### src/rtl/lzwcew_pkg.sv
`timescale 1ns / 1ps

package lzwcew_pkg;

   localparam int CODE_W   = 12;
   localparam int WIDTH_W  = 4;
   localparam int STATUS_W = 2;

   localparam logic [STATUS_W-1:0] ST_CODE  = 2'd0;
   localparam logic [STATUS_W-1:0] ST_SHORT = 2'd1;
   localparam logic [STATUS_W-1:0] ST_FULL  = 2'd2;

   typedef struct packed {
      logic [7:0] byte_in;
      logic       last_byte;
   } req_type;

   typedef struct packed {
      logic [CODE_W-1:0]   code_out;
      logic [WIDTH_W-1:0]  code_width;
      logic [STATUS_W-1:0] status;
      logic                run_end;
      logic                stream_end;
   } rsp_type;

   typedef enum logic [1:0] {
      PH_FIRST,
      PH_SECOND,
      PH_RUN,
      PH_FAIL
   } phase_type;

   typedef enum logic [1:0] {
      EK_ESC,
      EK_CODE,
      EK_SHORT,
      EK_FULL
   } emit_kind_type;

   typedef struct packed {
      logic          load_in;
      logic          clear_step;
      logic          probe_start;
      logic          probe_next;
      logic          insert;
      logic          set_first;
      logic          set_found;
      logic          load_emit_prefix;
      logic          load_emit_byte;
      logic          load_emit_found;
      logic          after_main;
      logic          set_failed;
      logic          end_stream;
      logic          emit;
      emit_kind_type emit_kind;
      logic          run_end;
      logic          stream_end;
   } dp_cmd_type;

   typedef struct packed {
      phase_type phase;
      logic      last;
      logic      hit;
      logic      empty;
      logic      full;
      logic      found_ok;
      logic      prefix_ok;
      logic      esc_now;
      logic      rsp_free;
      logic      clear_done;
   } dp_status_type;

endpackage

### src/rtl/lzwcew_ctrl.sv
`timescale 1ns / 1ps

module lzwcew_ctrl
   import lzwcew_pkg::*;
(
   input  logic          clock,
   input  logic          reset,
   input  logic          req_valid,
   output logic          req_ready,
   output dp_cmd_type    cmd,
   input  dp_status_type status
);

   typedef enum logic [3:0] {
      S_CLEAR,
      S_IDLE,
      S_DISPATCH,
      S_SHORT,
      S_PROBE_A,
      S_PROBE_B,
      S_PROBE_C,
      S_EMIT1,
      S_EMIT2,
      S_FAIL,
      S_FINISH
   } state_type;

   state_type state_ff;
   state_type state_in;

   always_comb begin
      state_in      = state_ff;
      cmd           = '0;
      cmd.emit_kind = EK_CODE;
      case (state_ff)
         S_CLEAR: begin
            cmd.clear_step = 1'b1;
            if (status.clear_done) begin
               state_in = S_IDLE;
            end
         end
         S_IDLE: begin
            if (req_valid) begin
               cmd.load_in = 1'b1;
               state_in    = S_DISPATCH;
            end
         end
         S_DISPATCH: begin
            case (status.phase)
               PH_FIRST: state_in = S_SHORT;
               PH_FAIL:  state_in = S_FINISH;
               default: begin
                  cmd.probe_start = 1'b1;
                  state_in        = S_PROBE_A;
               end
            endcase
         end
         S_SHORT: begin
            if (!status.last) begin
               cmd.set_first = 1'b1;
               state_in      = S_IDLE;
            end else if (status.rsp_free) begin
               cmd.emit       = 1'b1;
               cmd.emit_kind  = EK_SHORT;
               cmd.run_end    = 1'b1;
               cmd.stream_end = 1'b1;
               state_in       = S_FINISH;
            end
         end
         S_PROBE_A: state_in = S_PROBE_B;
         S_PROBE_B: state_in = S_PROBE_C;
         S_PROBE_C: begin
            if (status.hit) begin
               if (!status.last) begin
                  cmd.set_found = 1'b1;
                  state_in      = S_FINISH;
               end else if (status.found_ok) begin
                  cmd.set_found       = 1'b1;
                  cmd.load_emit_found = 1'b1;
                  state_in            = S_EMIT2;
               end else begin
                  state_in = S_FAIL;
               end
            end else if (status.empty) begin
               if (status.full || !status.prefix_ok) begin
                  state_in = S_FAIL;
               end else begin
                  cmd.insert           = 1'b1;
                  cmd.load_emit_prefix = 1'b1;
                  state_in             = S_EMIT1;
               end
            end else begin
               // slot taken by another key, step to the next one
               cmd.probe_next = 1'b1;
               state_in       = S_PROBE_A;
            end
         end
         S_EMIT1: begin
            if (status.rsp_free) begin
               cmd.emit = 1'b1;
               if (status.esc_now) begin
                  cmd.emit_kind = EK_ESC;
               end else begin
                  cmd.run_end    = !status.last;
                  cmd.after_main = 1'b1;
                  if (status.last) begin
                     cmd.load_emit_byte = 1'b1;
                     state_in           = S_EMIT2;
                  end else begin
                     state_in = S_FINISH;
                  end
               end
            end
         end
         S_EMIT2: begin
            if (status.rsp_free) begin
               cmd.emit = 1'b1;
               if (status.esc_now) begin
                  cmd.emit_kind = EK_ESC;
               end else begin
                  cmd.run_end    = 1'b1;
                  cmd.stream_end = status.last;
                  state_in       = S_FINISH;
               end
            end
         end
         S_FAIL: begin
            if (status.rsp_free) begin
               cmd.emit       = 1'b1;
               cmd.emit_kind  = EK_FULL;
               cmd.run_end    = 1'b1;
               cmd.stream_end = status.last;
               cmd.set_failed = 1'b1;
               state_in       = S_FINISH;
            end
         end
         S_FINISH: begin
            cmd.end_stream = status.last;
            state_in       = S_IDLE;
         end
         default: state_in = S_IDLE;
      endcase
   end

   always_ff @(posedge clock) begin
      if (reset) begin
         state_ff <= S_CLEAR;
      end else begin
         state_ff <= state_in;
      end
   end

   assign req_ready = (state_ff == S_IDLE);

endmodule

### config.mk
export PLATFORM = sky130hd
export DESIGN_NAME = lzwcew_ctrl
export DESIGN_NICKNAME = d
export VERILOG_FILES = /design/src/rtl/lzwcew_pkg.sv /design/src/rtl/lzwcew_ctrl.sv
export SDC_FILE = /design/constraint.sdc
export NUM_CORES = 1
export LEC_CHECK = 0
export BUFFER_PORTS_ARGS = -buffer_cell sky130_fd_sc_hd__buf_2
export CORE_MARGIN = 5
export CORE_UTILIZATION = 40
export DETAILED_ROUTE_END_ITERATION = 16
export MAX_ROUTING_LAYER = met4
export PLACE_DENSITY = 0.73
export SLEW_MARGIN = 20
export SYNTH_ARGS = -nofsm -noshare
export SYNTH_HDL_FRONTEND = slang
export SYNTH_SLANG_ARGS = --single-unit
### constraint.sdc
create_clock -name clock -period 3.1 [get_ports clock]
set_input_delay 0.465 -clock clock [delete_from_list [all_inputs] [get_ports clock]]
set_output_delay 0.465 -clock clock [all_outputs]
set_load 0.005 [all_outputs]
==> flow_metrics.tcl <==
set metrics [dict create \
    dr.first_iter.drc_count 27 \
    ys_seq_area_share_pct 10.7 \
    crit_path_end_kind "output pin" \
    port_buffers 32 \
    antenna_found_initial 0 \
    postCtsResizedCells 0 \
    yosysWarningCount 0 \
    synth_top_area_share_pct 10.7 \
    final_area_um2 902 \
    slew_headroom_pct 60.5 \
    clock_sinks 4 \
    clockRootBuffer "clkbuf_4" \
    crit_arrival_ns 1.89 \
    rrSetupSlack_ns 1.29 \
    ys_ff_latch 4 \
    crit_type "reg2out" \
    avgSynthCellArea_um2 6.61 \
    maxCapViolations 0 \
    seqPwrFrac_pct 30.5 \
    wl_per_cell_um 13.9 \
    syn_nets 129 \
    syn2layout_area_growth_pct 20.8 \
    p_switching_uw 91.4 \
    synth_ff_type "dfxtp_1" \
    cts_setup_buffers 0 \
    yosys.area.top_type "dfxtp_1" \
    ios 33 \
    skew_ns 0.00843 \
    async_flop_share_pct 0 \
    setup-tns-final_ns 0 \
    synth.distinct_cells 46 \
    cts_buffers 3 \
    largestRegisters "state_ff: 4 flops" \
    die_w_um 53.2 \
    status "finished clean" \
    hold_path.class "in2reg" \
    yosysMostFrequentCell "nor2_1" \
    fin_crit_sh_pct 76.1 \
    hold_buffers 0 \
    cp.required_ns 2.63 \
    p_sw_share_pct 39.5 \
    multiInputGateArea_um2 586 \
    drc 0 \
    gp_congestion 0.941 \
    combPwrFrac_pct 40.8 \
    grt_max_degree 20 \
    clockBufferDepth 2 \
    rsz0062_at_grt "false" \
    largest_register "state_ff" \
    initial_utilization_pct 42.8 \
    dp.cells 159 \
    worst_pin_slew_ns 0.591 \
    die-area_um2 2830 \
    nFillCells 182 \
    finalNonFillerCells 162 \
    ant_nets 0 \
    peakVddDrop_uv 293 \
    synth_area_leaders "dfxtp_1, nand2b_1, nor2_1" \
    path_clk_slew_ns 0.04 \
    core-area_um2 1750 \
    synth_edf_count 0 \
    die_h_um 53.2 \
    synthTopCellsByCount "nor2_1, nand2_1, nand2b_1, a21oi_1, nor3_1" \
    first_pass_iters 4 \
    totalWireLength_um 2250 \
    r2r-start "state_ff[1]" \
    nNetsFinal 155 \
    syn_area_um2 747 \
    leakage_nw 0.419 \
    grt_pass1_wl_um 3660 \
    grt_usage_pct 17.5 \
    largest_register_ffs 4 \
    dpl.hpwl_um 1720 \
    finalHoldViolCount 0 \
    layout_setup_ws_ns 0.741 \
    critPathCapture "cmd[11]" \
    seqCellArea_um2 80.1 \
    clock_latency_ns 0.24 \
    overflow 0 \
    r2r-end "state_ff[1]" \
    power.density_nw_per_um2 257 \
    min_from "reset" \
    critPathMaxFanout 19 \
    h-tree-depth 1 \
    grt_pass1_vias 826 \
    diodes 0 \
    drive_above_1_share_pct 29.9 \
    power.internal_uw 140 \
    critPathLaunch "state_ff[1]" \
    via_count 931 \
    setup_viol 0 \
    row_count 15 \
    dp_slack_ns 1.07 \
    start_kind "flip-flop" \
    cts_tree "yes" \
    p_clk_share_pct 28.7 \
    timing.fmax_mhz 424 \
    r2r_cells 4 \
    placed_area_um2 880 \
    syn_inst 113 \
    period_needed_ns 2.36 \
    drv_slew 0 \
    viasPerCell 5.75 \
]
through the flow:
| stage | hold slack (ns) | utilization (%) | power, mW |
|---|---|---|---|
| global route | 0.427 | 51.7 | 0.250 |
| detailed placement | 0.679 | 50.4 | 0.165 |
| finish | 0.431 | 51.7 | 0.231 |
| CTS | 0.432 | 51.7 | 0.231 |
| floorplan | 0.533 | - | 0.135 |
| global placement | 0.684 | 50.4 | 0.163 |
power by group through the flow:
stage | registers, mW | clock network (mW) | logic, mW
2_1_floorplan | 0.0564 | 0 | 0.0788
3_3_place_gp | 0.0709 | 0 | 0.0916
3_5_place_dp | 0.0714 | 0 | 0.0933
4_1_cts | 0.0703 | 0.0669 | 0.0941
5_1_grt | 0.0717 | 0.0732 | 0.105
6_report | 0.0706 | 0.0664 | 0.0945
worst min path at each step:
stage               slack, ns          end  cells past startpoint
floorplan                0.53  state_ff[0]                      1
global placement         0.68  state_ff[0]                      2
detailed placement       0.68  state_ff[0]                      2
CTS                      0.43  state_ff[0]                      2
global route             0.43  state_ff[0]                      2
finish                   0.43  state_ff[0]                      2
area by class of cell:
type / instances / area share, %
Tap cell: 25 / 3.47
Inverter: 6 / 2.50
Multi-Input combinational cell: 92 / 64.9
Clock buffer: 3 / 2.50
Timing Repair Buffer: 32 / 17.8
Sequential cell: 4 / 8.88
layout by cell type (no fill, tap or decap), types with 2 or more instances in the layout:
master	Yosys	final
o21ai_0	3	3
a31oi_1	3	3
a211oi_1	2	2
and3_1	2	2
nor3_1	8	8
nor2_1	11	11
inv_1	5	5
o21a_1	2	2
ha_1	2	2
buf_2	2	32
dfxtp_1	4	4
nor2b_1	4	4
clkbuf_4	0	3
nand2_1	10	10
a21oi_1	8	8
nand3b_1	2	2
nand2b_1	9	9
logic make-up (layout without fill, tap and decap cells):
family | count (synthesis) | count (layout) | synth area share (%)
buffers and inverters | 17 | 41 | 10.9
adder cells (fa/ha/maj) | 2 | 2 | 3.35
flip-flops | 4 | 4 | 10.7
multiplexers | 1 | 1 | 1.34
XOR/XNOR | 1 | 1 | 1.17
AO/OA/AOI/OAI | 33 | 33 | 32.3
AND/OR/NAND/NOR | 55 | 55 | 40.2
worst max-delay path, stage by stage, from the launching register on:
cell      delay, ns
dfxtp_1        0.68
nand2b_1       0.29
nor3_1         0.33
nand2_1        0.12
a21oi_1        0.12
buf_2          0.12
routing by layer:
metal / track usage [%] / vias to the layer above / wire length [um]
met5: - / - / 0
met3: 2.82 / 4 / 134
met2: 28.0 / 40 / 1010
met4: 6.81 / 0 / 40
li1: - / 460 / -
met1: 21.9 / 427 / 1060
Power figures use the tool's default switching activity.
